**src/rtl/ipv4f_pkg.sv**
```systemverilog
// Shared types, codes and constants for the IPv4 receive header filter.
// No dependencies; every other file imports this package.
`default_nettype none

package ipv4f_pkg;

	localparam int APB_ADDR_W = 4;
	localparam int IN_DATA_W  = 24;
	localparam int OUT_DATA_W = 80;

	localparam logic [4:0]  HDR_LAST_POS = 5'd19;
	localparam logic [15:0] HDR_BYTES    = 16'd20;
	localparam logic [15:0] CSUM_GOOD    = 16'hffff;
	localparam logic [7:0]  VER_IHL      = 8'h45;
	localparam logic [7:0]  FLAG_MASK    = 8'hbf;
	localparam logic [3:0]  MCAST_NIBBLE = 4'he;
	localparam logic [31:0] ALL_ONES     = 32'hffff_ffff;
	localparam logic [7:0]  PROTO_ICMP   = 8'd1;
	localparam logic [7:0]  PROTO_TCP    = 8'd6;

	typedef enum logic [1:0] {
		REG_LOCAL_ADDR = 2'd0,
		REG_BCAST_ADDR = 2'd1,
		REG_ICMP_EN    = 2'd2,
		REG_TCP_EN     = 2'd3
	} reg_idx_t;

	typedef enum logic [1:0] {
		VERDICT_DROP = 2'd0,
		VERDICT_ICMP = 2'd1,
		VERDICT_TCP  = 2'd2
	} verdict_t;

	typedef enum logic [2:0] {
		RSN_NONE     = 3'd0,
		RSN_CHECKSUM = 3'd1,
		RSN_VERSION  = 3'd2,
		RSN_LENGTH   = 3'd3,
		RSN_FRAGMENT = 3'd4,
		RSN_NOT_OURS = 3'd5,
		RSN_PROTOCOL = 3'd6
	} reason_t;

	typedef enum logic [1:0] {
		CLS_OURS  = 2'd0,
		CLS_BCAST = 2'd1,
		CLS_MCAST = 2'd2,
		CLS_OTHER = 2'd3
	} addr_class_t;

	typedef struct packed {
		logic [31:0] local_addr;
		logic [31:0] bcast_addr;
		logic        icmp_en;
		logic        tcp_en;
	} cfg_t;

	// Everything the verdict logic needs from one finished header
	typedef struct packed {
		logic [15:0] csum;
		logic [15:0] psum;
		logic [7:0]  version_ihl;
		logic [15:0] total_length;
		logic [15:0] payload_length;
		logic [15:0] frame_limit;
		logic [7:0]  flags_high;
		logic [7:0]  fragment_low;
		logic [7:0]  protocol;
		logic [31:0] source;
		logic [31:0] dest;
	} hdr_rec_t;

	// 16-bit add with end-around carry
	function automatic logic [15:0] add_eac(input logic [15:0] a, input logic [15:0] b);
		logic [16:0] s;
		s = {1'b0, a} + {1'b0, b};
		return s[15:0] + {15'd0, s[16]};
	endfunction

endpackage

`default_nettype wire

```
**src/rtl/ipv4f_cfg_regs.sv**
```systemverilog
// APB register file: local and broadcast addresses, ICMP and TCP enables.
// Depends on ipv4f_pkg for the register indexes and the cfg_t bundle.
`default_nettype none

module ipv4f_cfg_regs
	import ipv4f_pkg::*;
(
	input  wire logic                  clk,
	input  wire logic                  arst_n,
	input  wire logic                  psel,
	input  wire logic                  penable,
	input  wire logic                  pwrite,
	input  wire logic [APB_ADDR_W-1:0] paddr,
	input  wire logic [31:0]           pwdata,
	output logic      [31:0]           prdata,
	output logic                       pready,
	output cfg_t                       cfg
);

	cfg_t     cfg_q;
	reg_idx_t idx;
	logic     wr_en;

	assign idx    = reg_idx_t'(paddr[3:2]);
	assign pready = 1'b1;
	assign wr_en  = psel & penable & pwrite & pready;
	assign cfg    = cfg_q;

	always_ff @(posedge clk or negedge arst_n) begin
		if (!arst_n) begin
			cfg_q.local_addr <= '0;
			cfg_q.bcast_addr <= ALL_ONES;
			cfg_q.icmp_en    <= 1'b0;
			cfg_q.tcp_en     <= 1'b0;
		end else if (wr_en) begin
			unique case (idx)
				REG_LOCAL_ADDR: cfg_q.local_addr <= pwdata;
				REG_BCAST_ADDR: cfg_q.bcast_addr <= pwdata;
				REG_ICMP_EN:    cfg_q.icmp_en    <= pwdata[0];
				REG_TCP_EN:     cfg_q.tcp_en     <= pwdata[0];
				default:        cfg_q.tcp_en     <= cfg_q.tcp_en;
			endcase
		end
	end

	always_comb begin
		unique case (idx)
			REG_LOCAL_ADDR: prdata = cfg_q.local_addr;
			REG_BCAST_ADDR: prdata = cfg_q.bcast_addr;
			REG_ICMP_EN:    prdata = {31'd0, cfg_q.icmp_en};
			REG_TCP_EN:     prdata = {31'd0, cfg_q.tcp_en};
			default:        prdata = '0;
		endcase
	end

endmodule

`default_nettype wire

```
**src/rtl/ipv4f_hdr_parse.sv**
```systemverilog
// Byte-wise header parser: running checksum and pseudo-header sums, field
// capture, and the finished-header record register. Depends on ipv4f_pkg.
`default_nettype none

module ipv4f_hdr_parse
	import ipv4f_pkg::*;
(
	input  wire logic        clk,
	input  wire logic        arst_n,
	input  wire logic        byte_acc,
	input  wire logic [7:0]  header_byte,
	input  wire logic        first_byte,
	input  wire logic [15:0] frame_length,
	input  wire logic        rec_take,
	output hdr_rec_t         rec,
	output logic             rec_valid
);

	localparam logic [4:0] POS_VER     = 5'd0;
	localparam logic [4:0] POS_TLEN_HI = 5'd2;
	localparam logic [4:0] POS_TLEN_LO = 5'd3;
	localparam logic [4:0] POS_PLEN    = 5'd4;
	localparam logic [4:0] POS_FLAGS   = 5'd6;
	localparam logic [4:0] POS_FRAG    = 5'd7;
	localparam logic [4:0] POS_PROTO   = 5'd9;
	localparam logic [4:0] POS_SRC_HI  = 5'd13;
	localparam logic [4:0] POS_SRC_LO  = 5'd15;
	localparam logic [4:0] POS_DST_HI  = 5'd17;
	localparam logic [4:0] POS_SRC_0   = 5'd12;
	localparam logic [4:0] POS_SRC_3   = 5'd15;
	localparam logic [4:0] POS_DST_0   = 5'd16;

	logic [4:0]  count_q;
	logic [15:0] sum_q;
	logic [15:0] psum_q;
	logic [7:0]  hold_q;
	logic [7:0]  ver_q;
	logic [7:0]  tlen_hi_q;
	logic [15:0] tlen_q;
	logic [15:0] plen_q;
	logic [7:0]  flags_q;
	logic [7:0]  frag_q;
	logic [7:0]  proto_q;
	logic [31:0] src_q;
	logic [31:0] dst_q;
	logic [15:0] limit_q;
	hdr_rec_t    rec_s1;
	logic        rec_valid_s1;

	logic        active;
	logic        take;
	logic        last;
	logic [4:0]  pos;
	logic [15:0] word;
	logic [15:0] tlen_now;
	logic [15:0] plen_now;
	logic [15:0] sum_next;
	logic [15:0] psum_word;
	logic        psum_add;
	logic [15:0] psum_next;

	assign active   = first_byte | (count_q != 5'd0);
	assign take     = byte_acc & active;
	assign pos      = first_byte ? POS_VER : count_q;
	assign last     = take & (pos == HDR_LAST_POS);
	assign word     = {hold_q, header_byte};
	assign tlen_now = {tlen_hi_q, header_byte};
	assign plen_now = (tlen_now >= HDR_BYTES) ? (tlen_now - HDR_BYTES) : 16'd0;

	always_comb begin
		if (pos == POS_VER) begin
			sum_next = '0;
		end else if (pos[0]) begin
			sum_next = add_eac(sum_q, word);
		end else begin
			sum_next = sum_q;
		end
	end

	// Fold each pseudo-header word in as soon as it is complete
	always_comb begin
		psum_add  = 1'b1;
		psum_word = word;
		priority if (pos == POS_PLEN) begin
			psum_word = plen_q;
		end else if (pos == POS_PROTO) begin
			psum_word = {8'd0, header_byte};
		end else if (pos == POS_SRC_HI || pos == POS_SRC_LO || pos == POS_DST_HI
				|| pos == HDR_LAST_POS) begin
			psum_word = word;
		end else begin
			psum_add = 1'b0;
		end
	end

	always_comb begin
		if (pos == POS_VER) begin
			psum_next = '0;
		end else if (psum_add) begin
			psum_next = add_eac(psum_q, psum_word);
		end else begin
			psum_next = psum_q;
		end
	end

	always_ff @(posedge clk or negedge arst_n) begin
		if (!arst_n) begin
			count_q <= '0;
		end else if (take) begin
			count_q <= last ? 5'd0 : pos + 5'd1;
		end
	end

	always_ff @(posedge clk) begin
		if (take) begin
			sum_q  <= sum_next;
			psum_q <= psum_next;
			if (!pos[0]) begin
				hold_q <= header_byte;
			end
			if (first_byte) begin
				limit_q <= frame_length;
			end
			unique case (pos)
				POS_VER:     ver_q     <= header_byte;
				POS_TLEN_HI: tlen_hi_q <= header_byte;
				POS_TLEN_LO: begin
					tlen_q <= tlen_now;
					plen_q <= plen_now;
				end
				POS_FLAGS:   flags_q   <= header_byte;
				POS_FRAG:    frag_q    <= header_byte;
				POS_PROTO:   proto_q   <= header_byte;
				default:     ;
			endcase
			if (pos >= POS_SRC_0 && pos <= POS_SRC_3) begin
				src_q <= {src_q[23:0], header_byte};
			end
			if (pos >= POS_DST_0) begin
				dst_q <= {dst_q[23:0], header_byte};
			end
		end
	end

	// Record register: hold one finished header until the verdict stage takes it
	always_ff @(posedge clk or negedge arst_n) begin
		if (!arst_n) begin
			rec_valid_s1 <= 1'b0;
		end else if (last) begin
			rec_valid_s1 <= 1'b1;
		end else if (rec_take) begin
			rec_valid_s1 <= 1'b0;
		end
	end

	always_ff @(posedge clk) begin
		if (last) begin
			rec_s1.csum           <= sum_next;
			rec_s1.psum           <= psum_next;
			rec_s1.version_ihl    <= ver_q;
			rec_s1.total_length   <= tlen_q;
			rec_s1.payload_length <= plen_q;
			rec_s1.frame_limit    <= limit_q;
			rec_s1.flags_high     <= flags_q;
			rec_s1.fragment_low   <= frag_q;
			rec_s1.protocol       <= proto_q;
			rec_s1.source         <= src_q;
			rec_s1.dest           <= {dst_q[23:0], header_byte};
		end
	end

	assign rec       = rec_s1;
	assign rec_valid = rec_valid_s1;

endmodule

`default_nettype wire

```
**src/rtl/ipv4f_verdict.sv**
```systemverilog
// Verdict stage: address class, drop reason and routing from one header
// record, into the result register. Depends on ipv4f_pkg.
`default_nettype none

module ipv4f_verdict
	import ipv4f_pkg::*;
(
	input  wire logic                  clk,
	input  wire logic                  arst_n,
	input  cfg_t                       cfg,
	input  hdr_rec_t                   rec,
	input  wire logic                  rec_valid,
	output logic                       rec_take,
	output logic                       m_tvalid,
	input  wire logic                  m_tready,
	output logic      [OUT_DATA_W-1:0] m_tdata
);

	addr_class_t cls;
	verdict_t    verdict;
	reason_t     reason;

	logic        out_valid_q;
	verdict_t    verdict_q;
	reason_t     reason_q;
	addr_class_t cls_q;
	logic [31:0] source_q;
	logic [7:0]  proto_q;
	logic [15:0] plen_q;
	logic [15:0] psum_q;

	always_comb begin
		priority if (rec.dest == cfg.local_addr) begin
			cls = CLS_OURS;
		end else if (rec.dest == cfg.bcast_addr || rec.dest == ALL_ONES) begin
			cls = CLS_BCAST;
		end else if (rec.dest[31:28] == MCAST_NIBBLE) begin
			cls = CLS_MCAST;
		end else begin
			cls = CLS_OTHER;
		end
	end

	always_comb begin
		verdict = VERDICT_DROP;
		priority if (rec.csum != CSUM_GOOD) begin
			reason = RSN_CHECKSUM;
		end else if (rec.version_ihl != VER_IHL) begin
			reason = RSN_VERSION;
		end else if (rec.total_length < HDR_BYTES || rec.total_length > rec.frame_limit) begin
			reason = RSN_LENGTH;
		end else if ((rec.flags_high & FLAG_MASK) != 8'd0 || rec.fragment_low != 8'd0) begin
			reason = RSN_FRAGMENT;
		end else if (cls == CLS_OTHER) begin
			reason = RSN_NOT_OURS;
		end else if (rec.protocol == PROTO_ICMP && cfg.icmp_en
				&& (cls == CLS_OURS || cls == CLS_BCAST)) begin
			reason  = RSN_NONE;
			verdict = VERDICT_ICMP;
		end else if (rec.protocol == PROTO_TCP && cfg.tcp_en && cls == CLS_OURS) begin
			reason  = RSN_NONE;
			verdict = VERDICT_TCP;
		end else begin
			reason = RSN_PROTOCOL;
		end
	end

	// Load when the result register is empty or its transaction completes
	assign rec_take = rec_valid & (~out_valid_q | m_tready);

	always_ff @(posedge clk or negedge arst_n) begin
		if (!arst_n) begin
			out_valid_q <= 1'b0;
		end else if (rec_take) begin
			out_valid_q <= 1'b1;
		end else if (m_tready) begin
			out_valid_q <= 1'b0;
		end
	end

	always_ff @(posedge clk) begin
		if (rec_take) begin
			verdict_q <= verdict;
			reason_q  <= reason;
			cls_q     <= cls;
			source_q  <= rec.source;
			proto_q   <= rec.protocol;
			plen_q    <= rec.payload_length;
			psum_q    <= rec.psum;
		end
	end

	assign m_tvalid = out_valid_q;
	assign m_tdata  = {1'b0, psum_q, plen_q, proto_q, source_q, cls_q, reason_q, verdict_q};

endmodule

`default_nettype wire

```
**src/rtl/ipv4_rx_header_filter.sv**
```systemverilog
// IPv4 receive header filter: one header byte per cycle in, one verdict per header out.
// Throughput: one byte accepted every cycle; input stalls only while both the header
// record and the result register hold undelivered results.
// After the edge that accepts the twentieth header byte, the result goes to the record
// register, then to the result register (m_tvalid) once that register is free.
// Reset (arst_n low, asynchronous): parser idle, no result pending, registers at defaults.
`default_nettype none

module ipv4_rx_header_filter
	import ipv4f_pkg::*;
(
	input  wire logic                  clk,
	input  wire logic                  arst_n,
	// tdata: header_byte [7:0], frame_length [23:8]
	input  wire logic [IN_DATA_W-1:0]  s_tdata,
	// tuser: first_byte
	input  wire logic                  s_tuser,
	input  wire logic                  s_tvalid,
	output logic                       s_tready,
	// tdata: verdict [1:0], drop_reason [4:2], address_class [6:5],
	// source_address [38:7], protocol [46:39], payload_length [62:47],
	// pseudo_sum [78:63], zero [79]
	output logic      [OUT_DATA_W-1:0] m_tdata,
	output logic                       m_tvalid,
	input  wire logic                  m_tready,
	input  wire logic                  psel,
	input  wire logic                  penable,
	input  wire logic                  pwrite,
	input  wire logic [APB_ADDR_W-1:0] paddr,
	input  wire logic [31:0]           pwdata,
	output logic      [31:0]           prdata,
	output logic                       pready
);

	cfg_t     cfg;
	hdr_rec_t rec;
	logic     rec_valid;
	logic     rec_take;
	logic     byte_acc;

	// Stall while both the record register and the result register hold a result
	assign s_tready = ~(rec_valid & m_tvalid);
	assign byte_acc = s_tvalid & s_tready;

	ipv4f_cfg_regs u_cfg (
		.clk     (clk),
		.arst_n  (arst_n),
		.psel    (psel),
		.penable (penable),
		.pwrite  (pwrite),
		.paddr   (paddr),
		.pwdata  (pwdata),
		.prdata  (prdata),
		.pready  (pready),
		.cfg     (cfg)
	);

	ipv4f_hdr_parse u_parse (
		.clk          (clk),
		.arst_n       (arst_n),
		.byte_acc     (byte_acc),
		.header_byte  (s_tdata[7:0]),
		.first_byte   (s_tuser),
		.frame_length (s_tdata[23:8]),
		.rec_take     (rec_take),
		.rec          (rec),
		.rec_valid    (rec_valid)
	);

	ipv4f_verdict u_verdict (
		.clk       (clk),
		.arst_n    (arst_n),
		.cfg       (cfg),
		.rec       (rec),
		.rec_valid (rec_valid),
		.rec_take  (rec_take),
		.m_tvalid  (m_tvalid),
		.m_tready  (m_tready),
		.m_tdata   (m_tdata)
	);

endmodule

`default_nettype wire

```
**config.mk**
```make
export PLATFORM = sky130hd
export DESIGN_NAME = ipv4_rx_header_filter
export DESIGN_NICKNAME = d
export VERILOG_FILES = /design/src/rtl/ipv4f_pkg.sv /design/src/rtl/ipv4f_cfg_regs.sv /design/src/rtl/ipv4f_hdr_parse.sv /design/src/rtl/ipv4f_verdict.sv /design/src/rtl/ipv4_rx_header_filter.sv
export SDC_FILE = /design/constraint.sdc
export NUM_CORES = 1
export LEC_CHECK = 0
export ABC_CLOCK_PERIOD_IN_PS = 25700
export BUFFER_PORTS_ARGS = -buffer_cell sky130_fd_sc_hd__buf_4
export CORE_UTILIZATION = 55
export CTS_BUF_LIST = sky130_fd_sc_hd__clkbuf_4 sky130_fd_sc_hd__clkbuf_8
export CTS_CLUSTER_SIZE = 24
export DETAILED_ROUTE_END_ITERATION = 16
export MAX_ROUTING_LAYER = met4
export PLACE_DENSITY = 0.8
export SETUP_SLACK_MARGIN = 0.05
export SYNTH_ARGS = -nofsm -noshare
export SYNTH_HDL_FRONTEND = slang
export SYNTH_SLANG_ARGS = --single-unit
```
**constraint.sdc**
```tcl
create_clock -name clk -period 25.7 [get_ports clk]
set_input_delay 3.855 -clock clk [delete_from_list [all_inputs] [get_ports clk]]
set_output_delay 3.855 -clock clk [all_outputs]
set_load 0.02 [all_outputs]
```
==> results of run 1 <==
==> through the flow <==
| stage | hold slack [ns] | std cells | worst slack, ns |
|---|---|---|---|
| 6_report | 0.4070 | 2215 | 16.38 |
| 5_1_grt | 0.3962 | 2215 | 15.95 |
| 4_1_cts | 0.4005 | 2215 | 16.57 |
| 3_5_place_dp | 0.4045 | 2069 | 15.99 |
| 3_3_place_gp | 0.4009 | 2069 | 16.15 |
| 2_1_floorplan | 0.4003 | 1411 | 12.67 |
==> how the worst max path moves through the flow <==
stage / start / end / cells after the start
2_1_floorplan: s_tuser / u_parse.rec[0]$_DFFE_PP_ / 6
3_3_place_gp: s_tuser / u_parse.rec[159]$_DFFE_PP_ / 24
3_5_place_dp: s_tuser / u_parse.rec[159]$_DFFE_PP_ / 24
4_1_cts: s_tuser / u_parse.rec[159]$_DFFE_PP_ / 24
5_1_grt: s_tuser / u_parse.rec[159]$_DFFE_PP_ / 24
6_report: s_tuser / u_parse.rec[159]$_DFFE_PP_ / 24
==> metal layers <==
metal  track usage  vias up  share of wire
li1              -     5769              -
met1        0.3033     5943           0.43
met2        0.3528      471           0.47
met3       0.04205       87          0.072
met4       0.08376        0          0.024
met5             -        -              0
==> cells in the final DEF, fill, tap and decap left out, types with 38 or more instances in the layout <==
master and n:
ha_1 61, mux2_2 69, buf_4 187, nor2_1 109, edfxtp_1 437, clkbuf_8 86
a21oi_1 45, inv_1 38, dfrtp_1 41, xnor2_1 96, nand2_1 87
==> state kept, by name (all words and copies together), names as in the netlist, 8 cells and up <==
| name | flops |
|---|---|
| u_cfg.cfg | 66 |
| u_parse.plen_q | 16 |
| u_parse.src_q | 32 |
| u_parse.proto_q | 8 |
| u_parse.frag_q | 8 |
| u_parse.tlen_hi_q | 8 |
| u_verdict.proto_q | 8 |
| u_parse.psum_q | 16 |
| u_parse.ver_q | 8 |
| u_verdict.plen_q | 16 |
| u_parse.rec | 175 |
| u_parse.sum_q | 16 |
| u_parse.tlen_q | 16 |
| u_parse.dst_q | 24 |
| u_parse.hold_q | 8 |
| u_parse.limit_q | 16 |
| u_verdict.source_q | 32 |
| u_verdict.psum_q | 16 |
==> layout make-up <==
cell class / instances / share of cell area
Tap cell: 511 / 0.02575
Sequential cell: 510 / 0.6036
Timing Repair Buffer: 188 / 0.05734
Clock inverter: 30 / 0.01033
Inverter: 39 / 0.005895
Clock buffer: 116 / 0.05674
Multi-Input combinational cell: 821 / 0.2403
==> power breakdown <==
group          total [mW]  switching, mW  internal (mW)  leakage [nW]
sequential          0.980         0.0356          0.944          4.83
combinational       0.259          0.143          0.116          3.37
clock               0.696          0.301          0.395         0.880
total                1.93          0.480           1.45          9.08
==> critical path: stages <==
cell and delay, ns:
buf_4 0.16, nor2_1 0.34, and2_1 0.69, nand2_1 0.12
nand2_1 0.09, ha_1 0.19, inv_1 0.06, fa_1 0.39
nand3b_1 0.25, a21oi_1 0.30, o311ai_1 0.17, a21boi_0 0.39
o21ai_0 0.13, a21oi_1 0.18, o21ai_0 0.11, nand2b_1 0.19
ha_1 0.19, nor2b_1 0.19, and2_1 0.22, and3_1 0.30
nand3_1 0.19, a2111o_1 0.37, xnor2_1 0.14, a211oi_1 0.43
==> cells by family (layout without fill, tap and decap cells) <==
logic type      Yosys count  in the layout
fa+ha+maj                63             63
compound gates          162            162
xor+xnor                124            124
flops                   510            510
buf+inv                  80            373
simple gates            366            366
mux                     104            104
other cells               2              2
==> results.yml, run 1 <==
critical_path:
  rr_endpoint: "u_parse.rec[159]$_DFFE_PP_"
  start_kind: "primary input"
  path_class: "in -> reg"
  worst-path-max-fanout: 19
  r2r_cells: 23
  critical_path.endpoint_type: "flop"
  critPathArrivalTime_ns: 9.66
  r2r-start: "u_parse.count_q[3]$_DFFE_PN0P_"
  cp_data_required_time_ns: 26.05
  ff2ff_setup_slack_ns: 18.97
clock_network:
  cts_num_sinks: 510
  clockRootBuffer: "clkbuf_8"
  clk_latency_ns: 0.63
  cts_setup_buffers: 0
  ctsHoldBuffers: 0
  clkTransAtPathRegs_ns: 0.05
  clock_path_buffers: 3
  cts_tree: "done"
  htree_levels: 3
  cts_buffers: 81
  ctsResizeCount: 0
grt:
  track_usage: 0.2279
  antenna_found_initial: 0
  grt_pass1_vias: 12050
  grt_pass1_wl_mm: 65.56
  grt_start_max_net_pins: 143
  grt-ovfl-total: 0
yosys:
  synth_xor_area_frac: 0.05113
  synth_compound_area_frac: 0.05113
  synth_flop_cell: "edfxtp_1"
  seq_area_frac_synth: 0.7057
  yosys-top-cells-area: "edfxtp_1 (62%), dfrtp_1 (4.8%), dfstp_2 (4.0%), xnor2_1 (4.0%), mux2_2 (3.7%)"
  synth.most_common_cell: "edfxtp_1"
  syn_inst: 1411
  async_flop_share: 0.1431
  synth-edff-count: 437
  synth_mux_area_frac: 0.05367
  yosys.area_share.adder: 0.03782
  synth_commonest_cells: "edfxtp_1 (437), nor2_1 (112), xnor2_1 (96), nand2_1 (88), mux2_2 (69)"
  syn_area_um2: 21240
  synthesis.nets: 1542
  synthSimpleGateAreaFrac: 0.08507
  synth_top_family_by_area: "simple AND/OR/NAND/NOR gates"
  synth.distinct_cells: 69
  ys_ff_latch: 510
  synth_warnings: 0
  avgSynthCellArea_um2: 15.05
  synth_top_area_share: 0.6178
  synth_top_area_cell: "edfxtp_1"
outcome:
  status: "completed"
final_layout:
  fin_area_um2: 24830
  layout-drive-gt1-share: 0.2553
  area_delta_synth_final_pct: 16.91
  finalCoreUtilization: 0.6562
  fillers: 2709
  multi_input_area_um2: 5967
  nNetsFinal: 1772
  n_antenna_cell: 0
  seq_area_um2: 14990
timing:
  drv_slew: 0
  clock_skew_ns: 0.03624
  rsz0062_at_grt: "no"
  min_period_over_period: 0.3625
  fin_crit_ns: 9.317
  setup_tns_ns: 0
  tightest_slew_ns: 1.111
  finalSetupViolCount: 0
  fmax_mhz: 107.3
  finalHoldViolations: 0
  slew_headroom: 0.2590
floorplanning:
  die_h_um: 198.5
  ioPinCount: 183
  die-area_um2: 39410
  rows: 71
  start_util: 0.5612
  core_area_um2: 37840
  die_w_um: 198.5
power:
  irDropWorstVdd_mv: 0.03691
  power_leakage_nw: 9.080
  total_power_mw: 1.935
  p_per_area_nw_per_um2: 77.91
route:
  drt_pass1_iterations: 6
  wl_per_cell_um: 19.46
  antenna_left: 0
  drcViolationCount: 0
  num_vias: 12270
  vias_per_cell: 5.540
  drtIter0Drc: 1024
  wirelength_mm: 43.10
place:
  place_hpwl_mm: 28.66
  gp_congestion: 0.9229
  io_buffers: 178
  place_area_um2: 23160
min_path:
  hp-class: "reg -> reg"
  min_to: "u_verdict.plen_q[4]$_DFFE_PP_"
  holdPathStages: 0
  hold_start: "u_parse.rec[108]$_DFFE_PP_"
run:
  cap_violations: 0
No activity file was read; power rests on OpenSTA's default activity.
==> run 2: changes to the inputs <==
--- a/config.mk
+++ b/config.mk
@@ -5,7 +5,8 @@
 export SDC_FILE = /design/constraint.sdc
 export NUM_CORES = 1
 export LEC_CHECK = 0
-export ABC_CLOCK_PERIOD_IN_PS = 25700
+export ABC_AREA = 1
+export ABC_CLOCK_PERIOD_IN_PS = 9300
 export BUFFER_PORTS_ARGS = -buffer_cell sky130_fd_sc_hd__buf_4
 export CORE_UTILIZATION = 55
 export CTS_BUF_LIST = sky130_fd_sc_hd__clkbuf_4 sky130_fd_sc_hd__clkbuf_8
==> constraint.sdc (replaced) <==
create_clock -name clk -period 9.3 [get_ports clk]
set_input_delay 1.395 -clock clk [delete_from_list [all_inputs] [get_ports clk]]
set_output_delay 1.395 -clock clk [all_outputs]
set_load 0.02 [all_outputs]
==> results.yml, run 2 <==
route:
  vias_per_cell: 5.320
  wl_per_cell_um: 17.81
  drt_pass1_iterations: 7
  wirelength_mm: 48.39
  drtIter0Drc: 1098
  num_vias: 14460
  antenna_left: 0
  drcViolationCount: 0
clock_network:
  clockRootBuffer: "clkbuf_8"
  ctsHoldBuffers: 0
  cts_buffers: 81
  htree_levels: 3
  cts_tree: "done"
  ctsResizeCount: 0
  clock_path_buffers: 3
  clkTransAtPathRegs_ns: 0.06
  cts_setup_buffers: 0
  clk_latency_ns: 0.63
  cts_num_sinks: 510
yosys:
  synth_commonest_cells: "edfxtp_1 (437), nand2_1 (415), inv_1 (240), nor2_1 (140), o21ai_0 (134)"
  synth_warnings: 0
  yosys.area_share.adder: 0.03675
  synth_top_area_cell: "edfxtp_1"
  synth_top_area_share: 0.6003
  synth_compound_area_frac: 0.05798
  yosys-top-cells-area: "edfxtp_1 (60%), nand2_1 (7.1%), dfrtp_1 (4.7%), inv_1 (4.1%), dfstp_2 (3.8%)"
  seq_area_frac_synth: 0.6857
  synth_mux_area_frac: 0
  ys_ff_latch: 510
  syn_inst: 1888
  synthesis.nets: 2019
  synth.distinct_cells: 55
  synth-edff-count: 437
  avgSynthCellArea_um2: 11.58
  async_flop_share: 0.1431
  synth_xor_area_frac: 0.02559
  synthSimpleGateAreaFrac: 0.1448
  synth_flop_cell: "edfxtp_1"
  syn_area_um2: 21860
  synth_top_family_by_area: "simple AND/OR/NAND/NOR gates"
  synth.most_common_cell: "edfxtp_1"
timing:
  fmax_mhz: 179.8
  drv_slew: 0
  timing.final.ws_setup_ns: 3.738
  setup_tns_ns: 0
  clock_skew_ns: 0.03141
  finalHoldViolations: 0
  min_period_over_period: 0.5981
  finalSetupViolCount: 0
  fin_crit_ns: 5.562
  slew_headroom: 0.3175
  rsz0062_at_grt: "no"
  tightest_slew_ns: 1.024
power:
  p_per_area_nw_per_um2: 229.0
  power_leakage_nw: 10.47
  irDropWorstVdd_mv: 0.1253
floorplanning:
  rows: 72
  ioPinCount: 183
  die-area_um2: 40550
  core_area_um2: 38920
  die_h_um: 201.4
  start_util: 0.5617
  die_w_um: 201.4
critical_path:
  r2r-start: "u_parse.count_q[0]$_DFFE_PN0P_"
  cp_data_required_time_ns: 9.68
  cpMostUsedCell: "nand2_1"
  start_kind: "primary input"
  ff2ff_setup_slack_ns: 4.23
  path_class: "in -> reg"
  critical_path.endpoint_type: "flop"
  cp_slowest_cell: "fa_1"
  cpPeakStageDelay_ns: 0.39
  worst-path-max-fanout: 31
  rr_endpoint: "u_parse.rec[159]$_DFFE_PP_"
  r2r_cells: 30
  critPathArrivalTime_ns: 5.94
run:
  cap_violations: 0
final_layout:
  mostFrequentLayoutCells: "edfxtp_1 (437), nand2_1 (415), inv_1 (239)"
  final_common_cell: "edfxtp_1"
  fillers: 2846
  n_antenna_cell: 0
  area_delta_synth_final_pct: 16.86
  layout-drive-gt1-share: 0.1841
  largest_reg_flops: 175
  seq_area_um2: 14990
  finalCoreUtilization: 0.6564
  multi_input_area_um2: 5841
  nNetsFinal: 2263
grt:
  track_usage: 0.2514
  grt_pass1_vias: 14560
  grt-ovfl-total: 0
  antenna_found_initial: 0
  grt_pass1_wl_mm: 76.58
  grt_start_max_net_pins: 99
place:
  place_worst_setup_slack_ns: 3.190
  gp_congestion: 0.8900
  place_hpwl_mm: 32.72
  io_buffers: 178
min_path:
  hold_start: "u_parse.proto_q[2]$_DFFE_PP_"
  holdPathStages: 0
  hp-class: "reg -> reg"
  min_to: "u_parse.rec[66]$_DFFE_PP_"
outcome:
  status: "completed"
-- run 2: worst max-delay path: cells and delay by family --
family	cells	cell delay, ns
simple gates	18	1.94
buf+inv	8	1.39
fa+ha+maj	2	0.62
compound gates	3	0.57
-- run 2: worst max path at each step --
stage                     startpoint                      endpoint  slack, ns  depth (start not counted)
after floorplan              s_tuser      u_parse.rec[0]$_DFFE_PP_       2.68                          8
after global placement       s_tuser  u_parse.psum_q[15]$_DFFE_PP_       3.29                         31
after detailed placement     s_tuser    u_parse.rec[159]$_DFFE_PP_       3.19                         31
after CTS                    s_tuser    u_parse.rec[159]$_DFFE_PP_       3.85                         31
after global routing         s_tuser    u_parse.rec[159]$_DFFE_PP_       3.21                         31
final                        s_tuser    u_parse.rec[159]$_DFFE_PP_       3.74                         31
-- run 2: per-layer routing --
layer  vias to the layer above  part of all wire  track usage
met1                      6891              0.43       0.3336
met3                       104             0.068      0.04373
li1                       6930                 -            -
met4                         0             0.027      0.09524
met5                         -                 0            -
met2                       534              0.48       0.3904
-- run 2: report_power, final --
| group | internal, mW | total (mW) | switching, mW |
|---|---|---|---|
| Combinational | 0.404 | 1.16 | 0.754 |
| Clock | 1.07 | 1.92 | 0.860 |
| Sequential | 2.66 | 2.77 | 0.106 |
| Total | 4.13 | 5.85 | 1.72 |
-- run 2: cell families (layout without fill, tap and decap cells) --
group	after synthesis	after routing
xor+xnor	63	63
other cells	2	2
compound gates	232	232
fa+ha+maj	63	63
buf+inv	281	593
simple gates	737	737
flops	510	510
-- run 2: metrics by stage --
step	total power, mW	instance area (um^2)	hold slack [ns]	instances
final	5.850	25540	0.4013	2718
after global routing	6.173	25540	0.4078	2718
after CTS	5.887	25540	0.4080	2718
after detailed placement	3.954	23870	0.4045	2567
after global placement	3.917	23870	0.4006	2567
after floorplan	3.620	21860	0.4003	1888
-- run 2: cell type report --
| class | instances | share of cell area |
|---|---|---|
| Sequential cell | 510 | 0.5868 |
| Timing Repair Buffer | 195 | 0.05731 |
| Tap cell | 518 | 0.02537 |
| Multi-Input combinational cell | 1097 | 0.2286 |
| Clock buffer | 118 | 0.05697 |
| Inverter | 247 | 0.03649 |
| Clock inverter | 33 | 0.008425 |
==> run 3: changes to the inputs <==
--- a/config.mk
+++ b/config.mk
@@ -6,7 +6,7 @@
 export NUM_CORES = 1
 export LEC_CHECK = 0
 export ABC_AREA = 1
-export ABC_CLOCK_PERIOD_IN_PS = 9300
+export ABC_CLOCK_PERIOD_IN_PS = 5700
 export BUFFER_PORTS_ARGS = -buffer_cell sky130_fd_sc_hd__buf_4
 export CORE_UTILIZATION = 55
 export CTS_BUF_LIST = sky130_fd_sc_hd__clkbuf_4 sky130_fd_sc_hd__clkbuf_8
==> constraint.sdc (replaced) <==
create_clock -name clk -period 5.7 [get_ports clk]
set_input_delay 0.855 -clock clk [delete_from_list [all_inputs] [get_ports clk]]
set_output_delay 0.855 -clock clk [all_outputs]
set_load 0.02 [all_outputs]
==> results.yml, run 3 (synthesized netlist as in run 2, its figures left out) <==
place:
  place_worst_setup_slack_ns: 0.4600
  place_hpwl_mm: 33.28
  io_buffers: 178
  gp_congestion: 0.9364
critical_path:
  cp_data_required_time_ns: 6.07
  critPathArrivalTime_ns: 4.98
  r2r-start: "u_parse.count_q[2]$_DFFE_PN0P_"
  cp-endpoint: "u_parse.psum_q[15]$_DFFE_PP_"
  worst-path-max-fanout: 12
  critical_path.endpoint_type: "flop"
  rr_endpoint: "u_parse.psum_q[15]$_DFFE_PP_"
  ff2ff_setup_slack_ns: 1.09
  path_class: "reg -> reg"
  r2r_cells: 29
  cpPeakStageDelay_ns: 0.59
  start_kind: "flop"
  cpMostUsedCell: "nand2_1"
  cp_slowest_cell: "nor3_2"
  critPathLaunch: "u_parse.count_q[2]$_DFFE_PN0P_"
power:
  p_per_area_nw_per_um2: 375.0
  power_leakage_nw: 10.59
  irDropWorstVdd_mv: 0.2042
  total_power_mw: 9.644
final_layout:
  seq_area_um2: 14990
  largest_reg_flops: 175
  layout-drive-gt1-share: 0.1949
  nNetsFinal: 2282
  mostFrequentLayoutCells: "edfxtp_1 (437), nand2_1 (415), inv_1 (239)"
  fillers: 2905
  multi_input_area_um2: 5847
  area_delta_synth_final_pct: 17.66
  final_common_cell: "edfxtp_1"
clock_network:
  ctsResizeCount: 0
  htree_levels: 3
  clockRootBuffer: "clkbuf_8"
  clock_path_buffers: 3
  clkTransAtPathRegs_ns: 0.06
  ctsHoldBuffers: 0
  cts_buffers: 82
  cts_num_sinks: 510
  cts_tree: "done"
  clk_latency_ns: 0.65
  cts_setup_buffers: 0
timing:
  clock_skew_ns: 0.03153
  rsz0062_at_grt: "no"
  finalHoldViolations: 0
  finalSetupViolCount: 0
  timing.final.ws_setup_ns: 1.089
  min_period_over_period: 0.8089
  setup_tns_ns: 0
  drv_slew: 0
  fmax_mhz: 216.9
  tightest_slew_ns: 1.016
  fin_crit_ns: 4.611
  slew_headroom: 0.3228
grt:
  grt_start_max_net_pins: 89
  met2_usage: 0.3831
  grt_pass1_wl_mm: 74.72
  grt_pass1_vias: 13930
  track_usage: 0.2471
  grt-ovfl-total: 0
  use_met3: 0.04503
  grt_use_met1: 0.3269
  antenna_found_initial: 1
  grt_busiest_layer: "met2"
min_path:
  hp-class: "in -> async"
route:
  drtIter0Drc: 1090
  num_vias: 14430
  drcViolationCount: 0
  vias_per_cell: 5.273
  wirelength_mm: 47.98
  antenna_left: 0
  wl_per_cell_um: 17.54
  drt_pass1_iterations: 5
floorplanning:
  die_h_um: 201.4
  ioPinCount: 183
  rows: 72
  core_area_um2: 38920
  die_w_um: 201.4
  start_util: 0.5617
  die-area_um2: 40550
outcome:
  status: "completed"
run:
  cap_violations: 0
-- run 3: cell types whose count changed in the layout (fill, tap and decap cells not counted), moves of 2 or more --
cell        delta
buf_4         +17
clkbuf_4       -2
clkbuf_8       -2
clkinv_1      -10
clkinv_2      +11
clkinvlp_4     -2
diode_2        +2
-- run 3: routing by layer --
layer	up-vias	wire [um]
met5	-	0
met1	6824	20380
li1	6960	-
met2	547	22680
met3	95	3542
met4	0	1372
-- run 3: worst min path at each step --
stage                                        startpoint                                to  depth (start not counted)
after global routing                        s_tdata[13]      u_parse.limit_q[5]$_DFFE_PP_                          1
after CTS                                   s_tdata[13]      u_parse.limit_q[5]$_DFFE_PP_                          1
after detailed placement    u_parse.tlen_q[2]$_DFFE_PP_        u_parse.rec[122]$_DFFE_PP_                          0
after global placement        u_parse.rec[63]$_DFFE_PP_  u_verdict.source_q[31]$_DFFE_PP_                          0
after floorplan           u_parse.limit_q[12]$_DFFE_PP_        u_parse.rec[100]$_DFFE_PP_                          0
final                                            arst_n         u_cfg.cfg[49]$_DFFE_PN0P_                          1
-- run 3: worst max-delay path, delay by kind of cell (launching register included) --
kind	cells	cell delay, ns
adders and majority gates	3	0.71
buffers and inverters	5	0.41
and+or+nand+nor	18	2.57
AOI/OAI and AO/OA	3	0.33
DFF	1	0.34
-- run 3: area by class of cell --
class                   count  area share
diodes                      2   0.0001946
multi-input cells        1097      0.2273
inverters                 247     0.03619
flip-flops and latches    510      0.5828
repair buffers            213     0.06266
clock buffers             114     0.05492
well taps                 518     0.02520
clock inverters            35     0.01075
-- run 3: metrics by stage --
stage	hold WS [ns]	std cells	area, um^2	util
3_5_place_dp	0.4045	2585	24030	0.6174
4_1_cts	0.3562	2734	25720	0.6608
5_1_grt	0.3671	2736	25720	0.6609
3_3_place_gp	0.4008	2585	24030	0.6174
6_report	0.3685	2736	25720	0.6609
2_1_floorplan	0.4003	1888	21860	-
-- run 3: report_power, final --
group	switching, mW	internal [mW]
sequential	0.170	4.34
clock	1.41	1.76
combinational	1.26	0.700
